$ cat config.mk
export PLATFORM = sky130hd
export DESIGN_NAME = two_level_round_robin_scheduler
export DESIGN_NICKNAME = d
export VERILOG_FILES = /design/src/rtl/core/trrs_pkg.sv /design/src/rtl/core/trrs_ram.sv /design/src/rtl/core/trrs_ctrl.sv /design/src/rtl/core/trrs_dpath.sv /design/src/rtl/core/two_level_round_robin_scheduler.sv
export SDC_FILE = /design/constraint.sdc
export NUM_CORES = 1
export LEC_CHECK = 0
export BUFFER_PORTS_ARGS = -buffer_cell sky130_fd_sc_hd__clkbuf_2
export CAP_MARGIN = 20
export CORE_MARGIN = 1
export CORE_UTILIZATION = 45
export CTS_CLUSTER_SIZE = 28
export DETAILED_ROUTE_END_ITERATION = 10
export GPL_ROUTABILITY_DRIVEN = 0
export PLACE_DENSITY_LB_ADDON = 0.08
export SLEW_MARGIN = 20
export SYNTH_ARGS = -nofsm -noshare
export SYNTH_HDL_FRONTEND = slang
export SYNTH_HIERARCHICAL = 1
export SYNTH_SLANG_ARGS = --single-unit
$ cat constraint.sdc
create_clock -name i_clk -period 10.3 [get_ports i_clk]
set_input_delay 1.03 -clock i_clk [delete_from_list [all_inputs] [get_ports i_clk]]
set_output_delay 1.03 -clock i_clk [all_outputs]
set_load 0.1 [all_outputs]
$ cat src/rtl/core/trrs_pkg.sv
package trrs_pkg;

    // Ring depth; task ids are fixed at 3 bits by the word format.
    localparam int MAX_TASKS = 8;
    localparam int ID_W      = 3;
    localparam int NUM_IDS   = 1 << ID_W;
    localparam int TIME_W    = 16;
    localparam int TOTAL_W   = 32;
    localparam int Q_W       = 8;
    localparam int PTR_W     = $clog2(MAX_TASKS);
    localparam int CNT_W     = $clog2(MAX_TASKS + 1);
    localparam int SUM_W     = $clog2(2 * MAX_TASKS);

    localparam logic [Q_W-1:0] QUANTUM_RESET = 8'd2;

    // APB register map
    localparam int PADDR_W = 3;
    localparam logic REG_QUANTUM = 1'b0;

    localparam logic MODE_ADMIT    = 1'b0;
    localparam logic MODE_DISPATCH = 1'b1;

    typedef logic [ID_W-1:0]  t_id;
    typedef logic [PTR_W-1:0] t_ptr;
    typedef logic [CNT_W-1:0] t_cnt;

    typedef enum logic [2:0] {
        EV_ADMIT   = 3'd0,
        EV_REJECT  = 3'd1,
        EV_FINISH  = 3'd2,
        EV_DEMOTE  = 3'd3,
        EV_REQUEUE = 3'd4,
        EV_IDLE    = 3'd5
    } t_event;

    typedef enum logic [0:0] {
        S_IDLE = 1'b0,
        S_EXEC = 1'b1
    } t_state;

    typedef struct packed {
        logic              mode;
        t_id               task_id;
        logic [TIME_W-1:0] burst_time;
    } t_in_word;

    typedef struct packed {
        t_id                served_id;
        t_event             event_res;
        logic [TIME_W-1:0]  time_left;
        logic [TOTAL_W-1:0] elapsed;
    } t_out_word;

    typedef struct packed {
        logic start;   // word accepted, launch ring head reads
        logic commit;  // apply state update and load result
    } t_ctrl_cmd;

    typedef struct packed {
        logic out_hold;  // result register full and stalled
    } t_dp_status;

    // (head + offset) mod MAX_TASKS, both operands below or at MAX_TASKS
    function automatic t_ptr ring_idx(t_ptr head, t_cnt offset);
        logic [SUM_W-1:0] s;
        s = SUM_W'(head) + SUM_W'(offset);
        if (s >= SUM_W'(MAX_TASKS)) begin
            s = s - SUM_W'(MAX_TASKS);
        end
        return s[PTR_W-1:0];
    endfunction

endpackage

$ cat src/rtl/core/trrs_ram.sv
module trrs_ram #(
    parameter int WIDTH = 8,
    parameter int DEPTH = 8
) (
    input  logic                     i_clk,
    input  logic                     i_wr_en,
    input  logic [$clog2(DEPTH)-1:0] i_wr_addr,
    input  logic [WIDTH-1:0]         i_wr_data,
    input  logic                     i_rd_en,
    input  logic [$clog2(DEPTH)-1:0] i_rd_addr,
    output logic [WIDTH-1:0]         o_rd_data
);

    logic [WIDTH-1:0] r_mem [DEPTH];
    logic [WIDTH-1:0] r_rd_data;

    always_ff @(posedge i_clk) begin
        if (i_wr_en) begin
            r_mem[i_wr_addr] <= i_wr_data;
        end
        if (i_rd_en) begin
            r_rd_data <= r_mem[i_rd_addr];
        end
    end

    assign o_rd_data = r_rd_data;

endmodule

$ cat src/rtl/core/trrs_ctrl.sv
module trrs_ctrl (
    input  logic                  i_clk,
    input  logic                  i_rst_n,
    input  logic                  i_in_valid,
    input  trrs_pkg::t_dp_status  i_status,
    output logic                  o_in_stall,
    output trrs_pkg::t_ctrl_cmd   o_cmd
);

    trrs_pkg::t_state r_state;
    trrs_pkg::t_state n_state;

    always_ff @(posedge i_clk) begin
        if (!i_rst_n) begin
            r_state <= trrs_pkg::S_IDLE;
        end else begin
            r_state <= n_state;
        end
    end

    always_comb begin
        n_state = r_state;
        case (r_state)
            trrs_pkg::S_IDLE: begin
                if (i_in_valid) begin
                    n_state = trrs_pkg::S_EXEC;
                end
            end
            trrs_pkg::S_EXEC: begin
                if (!i_status.out_hold) begin
                    n_state = trrs_pkg::S_IDLE;
                end
            end
            default: n_state = trrs_pkg::S_IDLE;
        endcase
    end

    always_comb begin
        o_in_stall   = 1'b1;
        o_cmd.start  = 1'b0;
        o_cmd.commit = 1'b0;
        case (r_state)
            trrs_pkg::S_IDLE: begin
                o_in_stall  = 1'b0;
                o_cmd.start = i_in_valid;
            end
            trrs_pkg::S_EXEC: begin
                o_cmd.commit = !i_status.out_hold;
            end
            default: o_in_stall = 1'b1;
        endcase
    end

endmodule

$ cat src/rtl/core/trrs_dpath.sv
module trrs_dpath (
    input  logic                           i_clk,
    input  logic                           i_rst_n,
    input  trrs_pkg::t_ctrl_cmd            i_cmd,
    input  trrs_pkg::t_in_word             i_in_word,
    input  logic [trrs_pkg::Q_W-1:0]       i_quantum,
    input  logic                           i_out_stall,
    output trrs_pkg::t_dp_status           o_status,
    output logic                           o_out_valid,
    output trrs_pkg::t_out_word            o_out_word
);

    trrs_pkg::t_in_word                 r_item;
    logic [trrs_pkg::TIME_W-1:0]        r_remaining [trrs_pkg::NUM_IDS];
    logic [trrs_pkg::NUM_IDS-1:0]       r_pending;
    trrs_pkg::t_ptr                     r_high_head, r_low_head;
    trrs_pkg::t_cnt                     r_high_count, r_low_count;
    logic [trrs_pkg::TOTAL_W-1:0]       r_time_total;
    logic                               r_out_valid;
    trrs_pkg::t_out_word                r_out_word;

    trrs_pkg::t_ptr                     n_high_head, n_low_head;
    trrs_pkg::t_cnt                     n_high_count, n_low_count;
    logic [trrs_pkg::TOTAL_W-1:0]       n_time_total;
    trrs_pkg::t_out_word                n_out_word;

    trrs_pkg::t_id                      high_rd, low_rd, sel_id;
    logic                               high_wr, low_wr;
    trrs_pkg::t_ptr                     high_wr_addr, low_wr_addr;
    logic                               rem_wr, pend_set, pend_clr;
    trrs_pkg::t_id                      rem_id;
    logic [trrs_pkg::TIME_W-1:0]        rem_data;

    logic                               from_high, from_low;
    logic [trrs_pkg::TIME_W-1:0]        rem_cur, quantum_x, used, rem_new;
    logic [trrs_pkg::TOTAL_W:0]         total_sum;
    logic                               admit_ok;

    trrs_ram #(.WIDTH(trrs_pkg::ID_W), .DEPTH(trrs_pkg::MAX_TASKS)) u_high_ring (
        .i_clk     (i_clk),
        .i_wr_en   (high_wr),
        .i_wr_addr (high_wr_addr),
        .i_wr_data (r_item.task_id),
        .i_rd_en   (i_cmd.start),
        .i_rd_addr (r_high_head),
        .o_rd_data (high_rd)
    );

    trrs_ram #(.WIDTH(trrs_pkg::ID_W), .DEPTH(trrs_pkg::MAX_TASKS)) u_low_ring (
        .i_clk     (i_clk),
        .i_wr_en   (low_wr),
        .i_wr_addr (low_wr_addr),
        .i_wr_data (sel_id),
        .i_rd_en   (i_cmd.start),
        .i_rd_addr (r_low_head),
        .o_rd_data (low_rd)
    );

    assign high_wr_addr = trrs_pkg::ring_idx(r_high_head, r_high_count);
    // pop and push on the same ring land at old head + old count
    assign low_wr_addr  = trrs_pkg::ring_idx(r_low_head, r_low_count);

    assign from_high = (r_high_count != '0) &&
                       (r_low_count != trrs_pkg::CNT_W'(trrs_pkg::MAX_TASKS));
    assign from_low  = !from_high && (r_low_count != '0);
    assign sel_id    = from_high ? high_rd : low_rd;

    assign rem_cur   = r_remaining[sel_id];
    assign quantum_x = trrs_pkg::TIME_W'(i_quantum);
    assign used      = (rem_cur < quantum_x) ? rem_cur : quantum_x;
    assign rem_new   = rem_cur - used;
    assign total_sum = {1'b0, r_time_total} + (trrs_pkg::TOTAL_W + 1)'(used);

    assign admit_ok  = (r_high_count != trrs_pkg::CNT_W'(trrs_pkg::MAX_TASKS)) &&
                       !r_pending[r_item.task_id];

    always_comb begin
        n_high_head  = r_high_head;
        n_high_count = r_high_count;
        n_low_head   = r_low_head;
        n_low_count  = r_low_count;
        n_time_total = r_time_total;
        high_wr      = 1'b0;
        low_wr       = 1'b0;
        rem_wr       = 1'b0;
        rem_id       = r_item.task_id;
        rem_data     = r_item.burst_time;
        pend_set     = 1'b0;
        pend_clr     = 1'b0;
        n_out_word.served_id = r_item.task_id;
        n_out_word.event_res = trrs_pkg::EV_REJECT;
        n_out_word.time_left = '0;
        n_out_word.elapsed   = r_time_total;

        if (r_item.mode == trrs_pkg::MODE_ADMIT) begin
            if (admit_ok) begin
                high_wr      = i_cmd.commit;
                rem_wr       = i_cmd.commit;
                pend_set     = i_cmd.commit;
                n_high_count = r_high_count + trrs_pkg::CNT_W'(1);
                n_out_word.event_res = trrs_pkg::EV_ADMIT;
                n_out_word.time_left = r_item.burst_time;
            end
        end else if (from_high || from_low) begin
            if (from_high) begin
                n_high_head  = trrs_pkg::ring_idx(r_high_head, trrs_pkg::CNT_W'(1));
                n_high_count = r_high_count - trrs_pkg::CNT_W'(1);
            end else begin
                n_low_head  = trrs_pkg::ring_idx(r_low_head, trrs_pkg::CNT_W'(1));
                n_low_count = r_low_count - trrs_pkg::CNT_W'(1);
            end
            rem_wr   = i_cmd.commit;
            rem_id   = sel_id;
            rem_data = rem_new;
            // saturate on carry out of the 32-bit total
            n_time_total = total_sum[trrs_pkg::TOTAL_W] ? '1
                                                        : total_sum[trrs_pkg::TOTAL_W-1:0];
            n_out_word.served_id = sel_id;
            n_out_word.elapsed   = n_time_total;
            if (rem_new == '0) begin
                pend_clr = i_cmd.commit;
                n_out_word.event_res = trrs_pkg::EV_FINISH;
            end else begin
                low_wr      = i_cmd.commit;
                n_low_count = n_low_count + trrs_pkg::CNT_W'(1);
                n_out_word.event_res = from_high ? trrs_pkg::EV_DEMOTE
                                                 : trrs_pkg::EV_REQUEUE;
                n_out_word.time_left = rem_new;
            end
        end else begin
            n_out_word.served_id = '0;
            n_out_word.event_res = trrs_pkg::EV_IDLE;
        end
    end

    always_ff @(posedge i_clk) begin
        if (!i_rst_n) begin
            r_pending    <= '0;
            r_high_head  <= '0;
            r_high_count <= '0;
            r_low_head   <= '0;
            r_low_count  <= '0;
            r_time_total <= '0;
            r_out_valid  <= 1'b0;
        end else begin
            if (i_cmd.commit) begin
                r_high_head  <= n_high_head;
                r_high_count <= n_high_count;
                r_low_head   <= n_low_head;
                r_low_count  <= n_low_count;
                r_time_total <= n_time_total;
                r_out_valid  <= 1'b1;
            end else if (!i_out_stall) begin
                r_out_valid <= 1'b0;
            end
            if (pend_set) begin
                r_pending[rem_id] <= 1'b1;
            end
            if (pend_clr) begin
                r_pending[rem_id] <= 1'b0;
            end
        end
    end

    always_ff @(posedge i_clk) begin
        if (i_cmd.start) begin
            r_item <= i_in_word;
        end
        if (i_cmd.commit) begin
            r_out_word <= n_out_word;
        end
        if (rem_wr) begin
            r_remaining[rem_id] <= rem_data;
        end
    end

    assign o_status.out_hold = r_out_valid && i_out_stall;
    assign o_out_valid       = r_out_valid;
    assign o_out_word        = r_out_word;

endmodule

$ cat src/rtl/core/two_level_round_robin_scheduler.sv
// A word accepted in the idle state launches reads of both ring heads from their
// RAMs; the execute state does the remaining-time read-modify-write and loads the
// result register. No new word is taken until the execute state ends, and a
// stalled result holds the execute state until the result register frees.
// Reset (i_rst_n low, synchronous) empties both rings, clears pending flags
// and elapsed time, and sets quantum to 2. No clearing pass is needed.
module two_level_round_robin_scheduler (
    input  logic                          i_clk,
    input  logic                          i_rst_n,
    // input word channel
    input  logic                          i_in_valid,
    output logic                          o_in_stall,
    input  trrs_pkg::t_in_word            i_in_word,
    // result word channel
    output logic                          o_out_valid,
    input  logic                          i_out_stall,
    output trrs_pkg::t_out_word           o_out_word,
    // APB configuration port
    input  logic                          i_psel,
    input  logic                          i_penable,
    input  logic                          i_pwrite,
    input  logic [trrs_pkg::PADDR_W-1:0]  i_paddr,
    input  logic [31:0]                   i_pwdata,
    output logic [31:0]                   o_prdata,
    output logic                          o_pready
);

    trrs_pkg::t_ctrl_cmd   cmd;
    trrs_pkg::t_dp_status  status;

    // Quantum register; word address 0, anything else reads zero.
    logic [trrs_pkg::Q_W-1:0] r_quantum;
    logic                     reg_sel;

    assign reg_sel  = (i_paddr[2] == trrs_pkg::REG_QUANTUM);
    assign o_pready = 1'b1;

    always_ff @(posedge i_clk) begin
        if (!i_rst_n) begin
            r_quantum <= trrs_pkg::QUANTUM_RESET;
        end else if (i_psel && i_penable && i_pwrite && reg_sel) begin
            r_quantum <= i_pwdata[trrs_pkg::Q_W-1:0];
        end
    end

    assign o_prdata = reg_sel ? {(32 - trrs_pkg::Q_W)'(0), r_quantum} : 32'd0;

    // Controller: idle/execute sequencing, owns the input stall.
    trrs_ctrl u_ctrl (
        .i_clk      (i_clk),
        .i_rst_n    (i_rst_n),
        .i_in_valid (i_in_valid),
        .i_status   (status),
        .o_in_stall (o_in_stall),
        .o_cmd      (cmd)
    );

    // Datapath: ring RAMs, per-task remaining time, counters, result register.
    trrs_dpath u_dpath (
        .i_clk       (i_clk),
        .i_rst_n     (i_rst_n),
        .i_cmd       (cmd),
        .i_in_word   (i_in_word),
        .i_quantum   (r_quantum),
        .i_out_stall (i_out_stall),
        .o_status    (status),
        .o_out_valid (o_out_valid),
        .o_out_word  (o_out_word)
    );

endmodule

Yosys cells after proc, flatten, opt, wreduce, memory -nomap -nowiden
Memory sizes are Yosys's and may differ from the RTL's. A register that Yosys moved wholly into a read port is not among the register bits.
Index checks and enable logic that the tools add are counted.
Widths: inputs -> output; s select.

word-level totals
  bits in registers = 138
  memory bits (writable) = 176
  bits of input ports = 62
  output and inout port bits = 89
  logic and storage cells = 132
  memories = 3

cells by class
  add/subtract/negate cells = 14
  order comparisons = 8
  eq/ne operators = 5
  multiplexer cells = 60
  bitwise logic cells = 6
  reductions and logical operators = 20

memory list
  name                       words  bits a word  rd ports  clocked after Yosys merged registers in  write ports  line              text
  u_dpath.r_remaining        8      16           1         0                                        1            trrs_dpath.sv:14  logic [trrs_pkg::TIME_W-1:0] r_remaining [trrs_pkg::NUM_IDS];
  u_dpath.u_high_ring.r_mem  8      3            1         1                                        1            trrs_ram.sv:14    logic [WIDTH-1:0] r_mem [DEPTH];
  u_dpath.u_low_ring.r_mem   8      3            1         1                                        1            trrs_ram.sv:14

operator list
  kind                 number
  $mux 16              4
  $mux 32              2
  $mux 48              1
  $add 32x16->33       1
  $mux 4               8
  $mux 8               4
  $mux 3               10
  $mux 1               25
  $mux 19              1
  $mux 17              1
  $ge 4x4->1 const B   4
  $logic_not 16->1     1
  $lt 16x8->1          1
  $sub 16x16->16       1
  $reduce_and 4->1     3
  $sub 3x1->3 const B  4
  $add 3x1->4 const B  2
  $add 3x4->4          2
  $add 4x1->4 const B  2
  $and 8x8->8          1
  $logic_and 1x1->1    8
  $lt 3x4->1 const B   2
  $ne 4x4->1 const B   2
  $not 8->8            1
  other kinds (15)     22

Longest topological paths before layout
Gate-level depths: netlist of the first run.

  word-level depth = 16
  mapped depth = 37
  depth with buffers taken out = 31

By module
The synthesis of the first run kept the hierarchy.

by module, submodules not included
  module                           instances  cells an instance  area an instance (sq um)  seq. area each (sq um)
  trrs_dpath                       1          1,123              12,827.3                  7,166.9
  trrs_ram                         2          50                 1,072.3                   810.8
  two_level_round_robin_scheduler  1          70                 595.6                     160.2
  trrs_ctrl                        1          5                  46.3                      20.0

Worst setup path before layout of the first run
No wires, ideal clock.

  path kind = register to register
  from = reg u_dpath.r_low_count[0]
  to = reg u_dpath.r_out_word (netlist bit u_dpath/o_out_word[28]), data pin
  library setup time = 260 ps
  arrival = 7,482 ps
  data required time = 10,040 ps
  slack = 2,558 ps
  stages on the path, launching flop included = 35
  path buffers = 4
  clock period less this slack = 7,742 ps
  path through = dfxtp_1 -> inv_1 -> ha_1 -> nand3b_1 -> nand3_2 -> and2_4 -> buf_2 -> inv_1 -> buf_2 -> buf_1 -> mux4_2 -> nand2_1 -> nand2_1 -> ha_1 -> a21o_1 -> a21o_1 -> a2111oi_2 -> o21ai_2 -> buf_6 -> mux2i_1 -> ha_1 -> inv_1 -> fa_1 -> nor2b_1 -> o21ai_0 -> a21boi_0 -> o21ai_0 -> a21boi_0 -> o2111ai_1 -> a21oi_1 -> o21ai_0 -> a21boi_0 -> o21ai_0 -> nor2_1 -> mux2_2

RTL lines
  item                      line               text
  start: declaration        trrs_dpath.sv:17   trrs_pkg::t_cnt r_high_count, r_low_count;
  start signal: assignment  trrs_dpath.sv:150  r_low_count <= n_low_count;
  end signal: assignment    trrs_dpath.sv:170  r_out_word <= n_out_word;
  end: declaration          trrs_dpath.sv:20   trrs_pkg::t_out_word r_out_word;

==> results of run 1 <==
==> metrics by stage <==
stage	cell area (um^2)	power, mW	std cells	hold WS, ns
2_1_floorplan	15730	2.018	1328	0.4438
3_3_place_gp	16570	2.167	1819	0.4700
5_1_grt	17710	3.497	1883	0.5288
4_1_cts	17680	3.399	1882	0.5048
3_5_place_dp	16570	2.173	1819	0.4847
6_report	17710	3.364	1883	0.4977
==> worst max path at each step <==
stage | startpoint | to | cells after the start
after CTS | u_dpath/r_low_count[0]$_SDFFE_PN0P_ | u_dpath/o_out_word[17]$_DFFE_PP_ | 30
after floorplan | u_dpath/r_low_count[0]$_SDFFE_PN0P_ | u_dpath/o_out_word[28]$_DFFE_PP_ | 34
final | u_dpath/r_low_count[0]$_SDFFE_PN0P_ | u_dpath/o_out_word[17]$_DFFE_PP_ | 32
after global placement | u_dpath/r_low_count[0]$_SDFFE_PN0P_ | u_dpath/o_out_word[17]$_DFFE_PP_ | 30
after global routing | u_dpath/r_low_count[0]$_SDFFE_PN0P_ | u_dpath/o_out_word[17]$_DFFE_PP_ | 32
after detailed placement | u_dpath/r_low_count[0]$_SDFFE_PN0P_ | u_dpath/o_out_word[17]$_DFFE_PP_ | 30
==> tightest hold or removal path: stages (launching register included) <==
cell	delay [ns]
dfxtp_1	0.32
nand2_1	0.05
mux2i_1	0.07
==> synthesized netlist by cell type (all sizes together), types with 3 or more instances <==
cell type,instances
o2111a,4
nand2b,27
dfxtp,64
a41oi,3
a21oi,61
fa,5
o21a,8
mux2i,35
a31oi,14
nand4b,4
nor3,20
or2,3
o21ai,59
o2111ai,14
conb,3
and2b,8
nor2b,9
edfxtp,256
mux2,18
nand3,42
mux4,29
a211o,3
clkbuf,40
a21boi,6
o22ai,3
nand4,7
ha,40
buf,49
and3,13
or3,4
nand2,126
xor2,16
a211oi,24
a311oi,14
nor2,103
xnor2,20
a21o,34
and2,10
inv,65
==> state kept, by name, indices dropped and copies added (netlist names), 4 cells and up <==
register,count
r_quantum,8
u_dpath/o_out_word,54
u_dpath/r_high_count,4
u_dpath/r_item,20
u_dpath/r_low_count,4
u_dpath/r_pending,8
u_dpath/r_remaining,128
u_dpath/r_time_total,32
u_dpath/u_high_ring/r_mem,24
u_dpath/u_low_ring/r_mem,24
==> placed cells by master, fill, tap and decap left out, types with 5 or more instances in the layout <==
| master | Yosys | routed |
|---|---|---|
| a211oi_1 | 24 | 23 |
| a21boi_0 | 6 | 6 |
| a21o_1 | 34 | 34 |
| a21oi_1 | 61 | 61 |
| a311oi_1 | 14 | 14 |
| a31oi_1 | 14 | 14 |
| and2_1 | 8 | 9 |
| and2b_2 | 8 | 8 |
| and3_1 | 13 | 13 |
| buf_4 | 28 | 33 |
| clkbuf_1 | 40 | 10 |
| clkbuf_16 | 0 | 37 |
| clkbuf_2 | 0 | 99 |
| clkinv_1 | 0 | 5 |
| clkinv_2 | 0 | 6 |
| conb_1 | 3 | 33 |
| dfxtp_1 | 64 | 64 |
| edfxtp_1 | 256 | 256 |
| fa_1 | 5 | 5 |
| ha_1 | 40 | 40 |
| inv_1 | 63 | 63 |
| mux2_2 | 16 | 16 |
| mux2i_1 | 33 | 33 |
| mux4_1 | 12 | 12 |
| mux4_2 | 17 | 17 |
| nand2_1 | 126 | 126 |
| nand2b_1 | 27 | 27 |
| nand3_1 | 41 | 41 |
| nand4_1 | 7 | 7 |
| nor2_1 | 102 | 101 |
| nor2b_1 | 9 | 7 |
| nor3_1 | 20 | 20 |
| o2111ai_1 | 14 | 14 |
| o21a_1 | 8 | 8 |
| o21ai_0 | 55 | 54 |
| xnor2_1 | 20 | 20 |
| xor2_1 | 16 | 16 |
==> logic make-up (layout without fill, tap and decap cells) <==
family                   after synthesis  count (layout)
AND/OR/NAND/NOR                      390             390
flip-flops                           320             320
AO/OA/AOI/OAI                        268             268
buffers and inverters                154             261
multiplexers                          82              82
adder cells (fa/ha/maj)               45              45
XOR/XNOR                              36              36
other                                  3              33
==> where the power goes <==
part	switching [mW]	internal (mW)	leakage, nW
Combinational	0.468	0.189	3.39
Sequential	0.0227	1.47	2.86
Clock	0.495	0.722	0.542
==> area by class of cell <==
| class | instances | area (um^2) |
|---|---|---|
| tap | 448 | 560.5 |
| fill | 2964 | 16160 |
| clock inverter | 14 | 116.4 |
| timing repair buffer | 133 | 770.7 |
| clock buffer | 49 | 991.0 |
| sequential | 320 | 8969 |
| inverter | 65 | 244.0 |
| multi-input combinational | 854 | 6057 |
==> layer usage <==
layer,vias to the layer above,routed length (um),share of wire,GRT usage
met4,0,675,0.018,0.05066
met2,224,17780,0.48,0.3510
met3,48,1392,0.038,0.02738
li1,4980,-,-,-
met5,-,0,0,0
met1,5029,16940,0.46,0.2872
==> run summary, run 1 <==
post-detailed-route count of antenna-violating nets = 0
ys async rst share = 0
worst skew pair latency = 0.51 ns
Post-DP HPWL = 24030 um
Critical Path Source Type = register
status = finished clean
Seq/Total Area, Yosys = 0.5744
max_cap viols = 0
clock root buffer = clkbuf_16
final clock period utilization by the worst path = 0.8664
Final setup viols = 0
Final TNS setup = 0 ns
GR Overflow Total = 0
Layout Skew = 0.01571 ns
vias = 10280
Max stage delay cell, worst path = o21ai_2
CP delay by family, top = compound AO/OA/AOI/OAI gates
vias in the first global route = 9993
largest net degree at the start of global routing = 69
largest family of logic cells by synthesized area = simple AND/OR/NAND/NOR gates
post-CTS setup buffers = 0
worst reg2reg path endpoint = u_dpath/o_out_word[17]$_DFFE_PP_
Post-Syn Area = 15610 um^2
FMAX = 112.1 MHz
Longest Clk Path Bufs = 3
RSZ-0062 raised after global routing = false
I/O Buffers = 99
final net count = 1517
Clock transition at path regs = 0.06 ns
pwr dens = 190.0 nW/um^2
Yosys cell types = 81
post-cts sizing count = 0
CP max stage delay = 0.66 ns
CTS tree = built
mux contribution to synthesized area = 0.08142
xor/xnor cell area share of the yosys netlist = 0.02019
Area Growth Syn to Fin = 13.41%
R2R Path Start = u_dpath/r_low_count[0]$_SDFFE_PN0P_
IO Count = 151
Slew HR = 0.3752
max-slew violations = 0
pre-CTS WS = 1.418 ns
Top FF cell, synth = edfxtp_1
vias per inst = 5.460
initial core utilization = 0.4610
yosys warns = 6
final critical-path required period = 8.924 ns
drt first pass iters = 6
TritonCTS Sinks = 320
utilization after layout = 0.5229
routed wire length = 36790 um
DRT iter0 DRCs = 776
Hold Path End = r_quantum[0]$_SDFFE_PN0P_
CORE AREA = 33870 um^2
Final WS setup = 1.376 ns
mean post-synth cell area = 12.03 um^2
GRT Total Usage = 0.2091
worst hold start = r_quantum[0]$_SDFFE_PN0P_
row count = 67
Crit path required time = 10.67 ns
Final Hold Viols = 0
cts hold-fix bufs = 0
maximum fanout along the worst path = 21
total CTS buffers = 36
area leader, netlist = edfxtp_1
Leak = 6.791 nW
reg2reg path depth = 32
global-route wire length before repair = 57080 um
WS Path Type = reg -> reg
Synth Area in Compound Gates = 0.1156
worst hold path class = reg -> reg
die extent in x = 188.3 um
adder-cell share of the synthesized area = 0.03846
Buf/Inv on CP = 5
Seq cells post-synth = 320
simple-gate share of the synthesized area = 0.1213
Die Height = 188.3 um
# DRC = 0
per-cell routed wire length = 19.54 um
Worst-Margin Slew = 0.9274 ns
share of the synthesized area in the top cell type = 0.4923
Post-Synthesis Cells = 1298
diode count = 0
VDD IR max = 0.1116 mV
H-tree depth = 2
hold path cells = 2
r2r setup slk = 1.38 ns
largest cells by area after synthesis = edfxtp_1 49%, dfxtp_1 8.2%, ha_1 3.2%
die area = 35450 um^2
Setup crit end kind = register
antenna violations before repair = 0
layout cells sized above 1 = 0.1721
number of synthesized flops with an enable pin = 256
CP arrival = 9.29 ns
Note: power is estimated with default switching activity, not from simulation.
==> run 2: changes to the inputs <==
--- a/config.mk
+++ b/config.mk
@@ -9,6 +9,7 @@
 export CAP_MARGIN = 20
 export CORE_MARGIN = 1
 export CORE_UTILIZATION = 45
+export CTS_BUF_LIST = sky130_fd_sc_hd__clkbuf_16
 export CTS_CLUSTER_SIZE = 28
 export DETAILED_ROUTE_END_ITERATION = 10
 export GPL_ROUTABILITY_DRIVEN = 0
==> run 2 against run 1 <==
Combinational power hardly changed. Final cell count stayed put. Fmax is 0.18% higher. Critical path type unchanged. Largest power group unchanged. Highest routed layer unchanged.
==> run summary, run 2 (same netlist as run 1, synthesis figures left out) <==
IO Count = 151 (unchanged)
pre-CTS WS = 1.418 ns (unchanged)
worst skew pair latency = 0.51 ns (about the same)
final critical-path required period = 8.908 ns (was 8.924 ns)
global-route wire length before repair = 57130 um (was 57080 um)
GRT Total Usage = 0.2093 (was 0.2091)
die area = 35450 um^2 (unchanged)
die extent in x = 188.3 um (unchanged)
max-slew violations = 0 (unchanged)
GR Overflow Total = 0 (unchanged)
utilization after layout = 0.5223 (was 0.5229)
CP arrival = 9.28 ns (was 9.29 ns)
cts hold-fix bufs = 0 (unchanged)
per-cell routed wire length = 19.60 um (was 19.54 um)
initial core utilization = 0.4610 (unchanged)
CTS tree = built (unchanged)
DRT iter0 DRCs = 712 (was 776)
most flop-heavy register = u_dpath/r_remaining (unchanged)
layout cells sized above 1 = 0.1707 (was 0.1721)
status = finished clean (unchanged)
CORE AREA = 33870 um^2 (unchanged)
Crit path required time = 10.67 ns (about the same)
vias = 10320 (was 10280)
vias per inst = 5.481 (was 5.460)
RSZ-0062 raised after global routing = false (unchanged)
Layout Skew = 0.01336 ns (was 0.01571 ns)
final clock period utilization by the worst path = 0.8648 (was 0.8664)
max_cap viols = 0 (unchanged)
Post-DP HPWL = 24030 um (unchanged)
WS Path Type = reg -> reg (unchanged)
Setup crit end kind = register (unchanged)
diode count = 0 (unchanged)
most frequent cells in the layout = 256 x edfxtp_1, 126 x nand2_1, 101 x nor2_1, 99 x clkbuf_2, 73 x inv_1 (was 256 x edfxtp_1, 126 x nand2_1, 101 x nor2_1, 99 x clkbuf_2, 64 x dfxtp_1)
total CTS buffers = 36 (unchanged)
hold_ws = 0.4978 ns (was 0.4977 ns)
row count = 67 (unchanged)
FMAX = 112.3 MHz (was 112.1 MHz)
post-CTS setup buffers = 0 (unchanged)
Final WS setup = 1.392 ns (was 1.376 ns)
drt first pass iters = 5 (was 6)
Max stage delay cell, worst path = o21ai_2 (unchanged)
CP max stage delay = 0.66 ns (about the same)
Longest Clk Path Bufs = 3 (unchanged)
final net count = 1517 (unchanged)
clock root buffer = clkbuf_16 (unchanged)
commonest non-fill, non-tap cell in the layout = edfxtp_1 (unchanged)
post-cts sizing count = 0 (unchanged)
H-tree depth = 2 (unchanged)
vias in the first global route = 10000 (was 9993)
TritonCTS Sinks = 320 (unchanged)
worst hold path class = reg -> reg (unchanged)
largest net degree at the start of global routing = 69 (unchanged)
fillers = 2964 (unchanged)
VDD IR max = 0.1116 mV (about the same)
post-detailed-route count of antenna-violating nets = 0 (unchanged)
Worst-Margin Slew = 0.9620 ns (was 0.9274 ns)
Final TNS setup = 0 ns (unchanged)
Slew HR = 0.3519 (was 0.3752)
maximum fanout along the worst path = 21 (unchanged)
Final setup viols = 0 (unchanged)
filler-free cell count of the finished design = 1883 (unchanged)
Clock transition at path regs = 0.06 ns (about the same)
Final Hold Viols = 0 (unchanged)
# DRC = 0 (unchanged)
Die Height = 188.3 um (unchanged)
pwr dens = 188.8 nW/um^2 (was 190.0 nW/um^2)
Critical Path Source Type = register (unchanged)
I/O Buffers = 99 (unchanged)
Leak = 6.821 nW (was 6.791 nW)
Area Growth Syn to Fin = 13.29% (was 13.41%)
Largest register FFs = 128 (unchanged)
Cell Count Post-Placement = 1819 (unchanged)
routed wire length = 36910 um (was 36790 um)
antenna violations before repair = 0 (unchanged)
==> run 2: cell count changes in the layout (fill, tap and decap cells not counted), sizes merged <==
cell,change
clkbuf,-12
clkinv,+2
inv,+10
==> run 2: layout make-up <==
type / count / area (um^2) / share of cell area
Sequential cell: 320 / 8969 / 0.5070
Multi-Input combinational cell: 854 / 6057 / 0.3424
Clock buffer: 37 / 925.9 / 0.05234
Timing Repair Buffer: 133 / 770.7 / 0.04357
Tap cell: 448 / 560.5 / 0.03169
Inverter: 65 / 244.0 / 0.01379
Clock inverter: 26 / 161.4 / 0.009125
==> run 2: path summary, 6_finish.rpt <==
path	start	endpoint	slack, ns	depth (start not counted)
setup / recovery	u_dpath/r_low_count[0]$_SDFFE_PN0P_	u_dpath/o_out_word[17]$_DFFE_PP_	1.39	32
hold / removal	r_quantum[0]$_SDFFE_PN0P_	r_quantum[0]$_SDFFE_PN0P_	0.50	2
setup reg to reg	u_dpath/r_low_count[0]$_SDFFE_PN0P_	u_dpath/o_out_word[17]$_DFFE_PP_	1.39	32
hold reg to reg	r_quantum[0]$_SDFFE_PN0P_	r_quantum[0]$_SDFFE_PN0P_	0.50	2
==> run 2: power by group <==
part	internal, mW	switching [mW]
logic	0.189	0.467
clock network	0.697	0.497
registers	1.47	0.0228
==> run 2: routing by layer <==
| layer | GRT usage | vias up | part of all wire | wire [um] |
|---|---|---|---|---|
| met5 | 0 | - | 0 | 0 |
| met2 | 0.3510 | 233 | 0.48 | 17880 |
| met3 | 0.02738 | 53 | 0.041 | 1503 |
| li1 | - | 4975 | - | - |
| met4 | 0.05128 | 0 | 0.019 | 709 |
| met1 | 0.2876 | 5059 | 0.46 | 16820 |
==> run 2: through the flow <==
stage	power, mW	area [um^2]
detailed placement	2.173	16570
global route	3.473	17690
finish	3.340	17690
CTS	3.375	17660
global placement	2.167	16570
floorplan	2.018	15730
==> run 2: worst max-delay path: cells and delay by family, from the launching register on <==
family	cells	cell delay [ns]
adders and majority gates	4	1.09
AOI/OAI and AO/OA	16	4.06
buffers and inverters	5	1.16
muxes	2	0.77
DFF	1	0.47
and+or+nand+nor	5	1.16
==> run 3: changes to the inputs <==
--- a/config.mk
+++ b/config.mk
@@ -10,10 +10,12 @@
 export CORE_MARGIN = 1
 export CORE_UTILIZATION = 45
 export CTS_BUF_LIST = sky130_fd_sc_hd__clkbuf_16
+export CTS_CLUSTER_DIAMETER = 30
 export CTS_CLUSTER_SIZE = 28
 export DETAILED_ROUTE_END_ITERATION = 10
 export GPL_ROUTABILITY_DRIVEN = 0
 export PLACE_DENSITY_LB_ADDON = 0.08
+export SKIP_CTS_REPAIR_TIMING = 1
 export SLEW_MARGIN = 20
 export SYNTH_ARGS = -nofsm -noshare
 export SYNTH_HDL_FRONTEND = slang
==> constraint.sdc (replaced) <==
create_clock -name i_clk -period 8.8 [get_ports i_clk]
set_input_delay 0.88 -clock i_clk [delete_from_list [all_inputs] [get_ports i_clk]]
set_output_delay 0.88 -clock i_clk [all_outputs]
set_load 0.1 [all_outputs]
==> run 3 against run 2 <==
Setup slack worse by 0.80 ns. Utilization rose by 4.6 points. Combinational power grew 20%. Cell area increased by 8.7%. First-iteration DRC count fell by 4.8%. Hold slack worse by 0.022 ns. Flip-flop and latch count unchanged. Sequential power grew 17%. Die area unchanged. Largest cell class unchanged.
==> run summary, run 3 (same netlist as run 1, synthesis figures left out) <==
Largest register FFs = 128 (unchanged)
Final setup viols = 0 (unchanged)
utilization after layout = 0.5679 (was 0.5223)
most flop-heavy register = u_dpath/r_remaining (unchanged)
Final TNS setup = 0 ns (unchanged)
Comb power frac = 0.151 (was 0.197)
WS Path Type = reg -> reg (unchanged)
most frequent cells in the layout = 256 x edfxtp_1, 126 x nand2_1, 101 x nor2_1, 99 x clkbuf_2 (was 256 x edfxtp_1, 126 x nand2_1, 101 x nor2_1, 99 x clkbuf_2, 73 x inv_1)
TritonCTS Sinks = 320 (unchanged)
max-slew violations = 0 (unchanged)
Clock transition at path regs = 0.05 ns (was 0.06 ns)
die extent in x = 188.3 um (unchanged)
antenna violations before repair = 0 (unchanged)
GRT Total Usage = 0.2144 (was 0.2093)
VDD IR max = 0.1932 mV (was 0.1116 mV)
Tot Pwr = 5.232 mW (was 3.340 mW)
P_int = 3.786 mW (was 2.353 mW)
switch share = 0.2764 (was 0.2956)
GR Overflow Total = 0 (unchanged)
worst skew pair latency = 0.57 ns (was 0.51 ns)
Slew HR = 0.3716 (was 0.3519)
CP max stage delay = 0.49 ns (was 0.66 ns)
CTS tree = built (unchanged)
worst hold start = r_quantum[0]$_SDFFE_PN0P_ (unchanged)
die area = 35450 um^2 (unchanged)
Leak = 7.579 nW (was 6.821 nW)
per-cell routed wire length = 18.90 um (was 19.60 um)
Layout Skew = 0.01686 ns (was 0.01336 ns)
Longest Clk Path Bufs = 3 (unchanged)
Worst-Margin Slew = 0.9327 ns (was 0.9620 ns)
diode count = 0 (unchanged)
pwr dens = 272.1 nW/um^2 (was 188.8 nW/um^2)
layout cells sized above 1 = 0.2205 (was 0.1707)
r2r setup slk = 0.59 ns (was 1.39 ns)
final net count = 1572 (was 1517)
vias = 10620 (was 10320)
FMAX = 121.8 MHz (was 112.3 MHz)
status = finished clean (unchanged)
pre-CTS WS = 0.4946 ns (was 1.418 ns)
filler-free cell count of the finished design = 1972 (was 1883)
DRT iter0 DRCs = 678 (was 712)
R2R Path Start = u_dpath/r_low_count[0]$_SDFFE_PN0P_ (unchanged)
max_cap viols = 0 (unchanged)
sequential power share = 0.334 (was 0.446)
routed wire length = 37280 um (was 36910 um)
CORE AREA = 33870 um^2 (unchanged)
initial core utilization = 0.4610 (unchanged)
drt first pass iters = 5 (unchanged)
placed instance area = 16720 um^2 (was 16570 um^2)
commonest non-fill, non-tap cell in the layout = edfxtp_1 (unchanged)
Final Hold Viols = 0 (unchanged)
final critical-path required period = 8.208 ns (was 8.908 ns)
H-tree depth = 3 (was 2)
I/O Buffers = 99 (unchanged)
cell mode on critical path = o21ai_0
worst hold path class = reg -> reg (unchanged)
Setup crit end kind = register (unchanged)
Crit path required time = 9.12 ns (was 10.67 ns)
Final WS setup = 0.5920 ns (was 1.392 ns)
post-detailed-route count of antenna-violating nets = 0 (unchanged)
post-route cell area = 19230 um^2 (was 17690 um^2)
row count = 67 (unchanged)
# DRC = 0 (unchanged)
Clk pwr share = 0.515 (was 0.358)
maximum fanout along the worst path = 23 (was 21)
total CTS buffers = 72 (was 36)
hold_ws = 0.4761 ns (was 0.4978 ns)
final clock period utilization by the worst path = 0.9327 (was 0.8648)
Post-DP HPWL = 23840 um (was 24030 um)
Die Height = 188.3 um (unchanged)
Cell Count Post-Placement = 1835 (was 1819)
Critical Path Start = u_dpath/r_low_count[0]$_SDFFE_PN0P_ (unchanged)
global-route wire length before repair = 58220 um (was 57130 um)
vias in the first global route = 10340 (was 10000)
Critical Path Source Type = register (unchanged)
vias per inst = 5.385 (was 5.481)
CP arrival = 8.53 ns (was 9.28 ns)
largest net degree at the start of global routing = 69 (unchanged)
NetSw = 1.446 mW (was 987.4 uW)
IO Count = 151 (unchanged)
Area Growth Syn to Fin = 23.18% (was 13.29%)
clock root buffer = clkbuf_16 (unchanged)
Max stage delay cell, worst path = dfxtp_1 (was o21ai_2)
RSZ-0062 raised after global routing = false (unchanged)
==> run 3: per-layer routing <==
layer	track usage	up-vias	wire, um
li1	-	5129	-
met1	0.2939	5168	17400
met2	0.3442	262	17560
met3	0.03669	61	1557
met4	0.07380	0	762
met5	0	-	0
==> run 3: worst paths after layout <==
path                                       to  depth (start not counted)
max          u_dpath/o_out_word[28]$_DFFE_PP_                         30
min                 r_quantum[0]$_SDFFE_PN0P_                          2
max reg2reg  u_dpath/o_out_word[28]$_DFFE_PP_                         30
min reg2reg         r_quantum[0]$_SDFFE_PN0P_                          2
==> run 3: worst max-delay path, delay by kind of cell, from the launching register on <==
family	cells	cell delay, ns
adders and majority gates	4	1.24
AOI/OAI and AO/OA	13	3.03
and+or+nand+nor	6	1.22
buffers and inverters	3	0.49
DFF	1	0.49
muxes	4	1.45
==> run 3: layout make-up <==
class	count	area, um^2
clock buffers	72	1802
clock inverters	61	670.6
fillers	2851	14630
inverters	65	244.0
multi-input cells	854	6057
flip-flops and latches	320	8969
well taps	448	560.5
repair buffers	152	930.9
==> run 3: power groups by stage <==
stage / Sequential (mW) / Clock (mW) / Combinational (mW)
floorplan: 1.87 / 0 / 0.488
global placement: 1.77 / 0 / 0.780
detailed placement: 1.78 / 0 / 0.784
CTS: 1.75 / 2.74 / 0.788
global route: 1.75 / 2.81 / 0.856
finish: 1.75 / 2.69 / 0.791
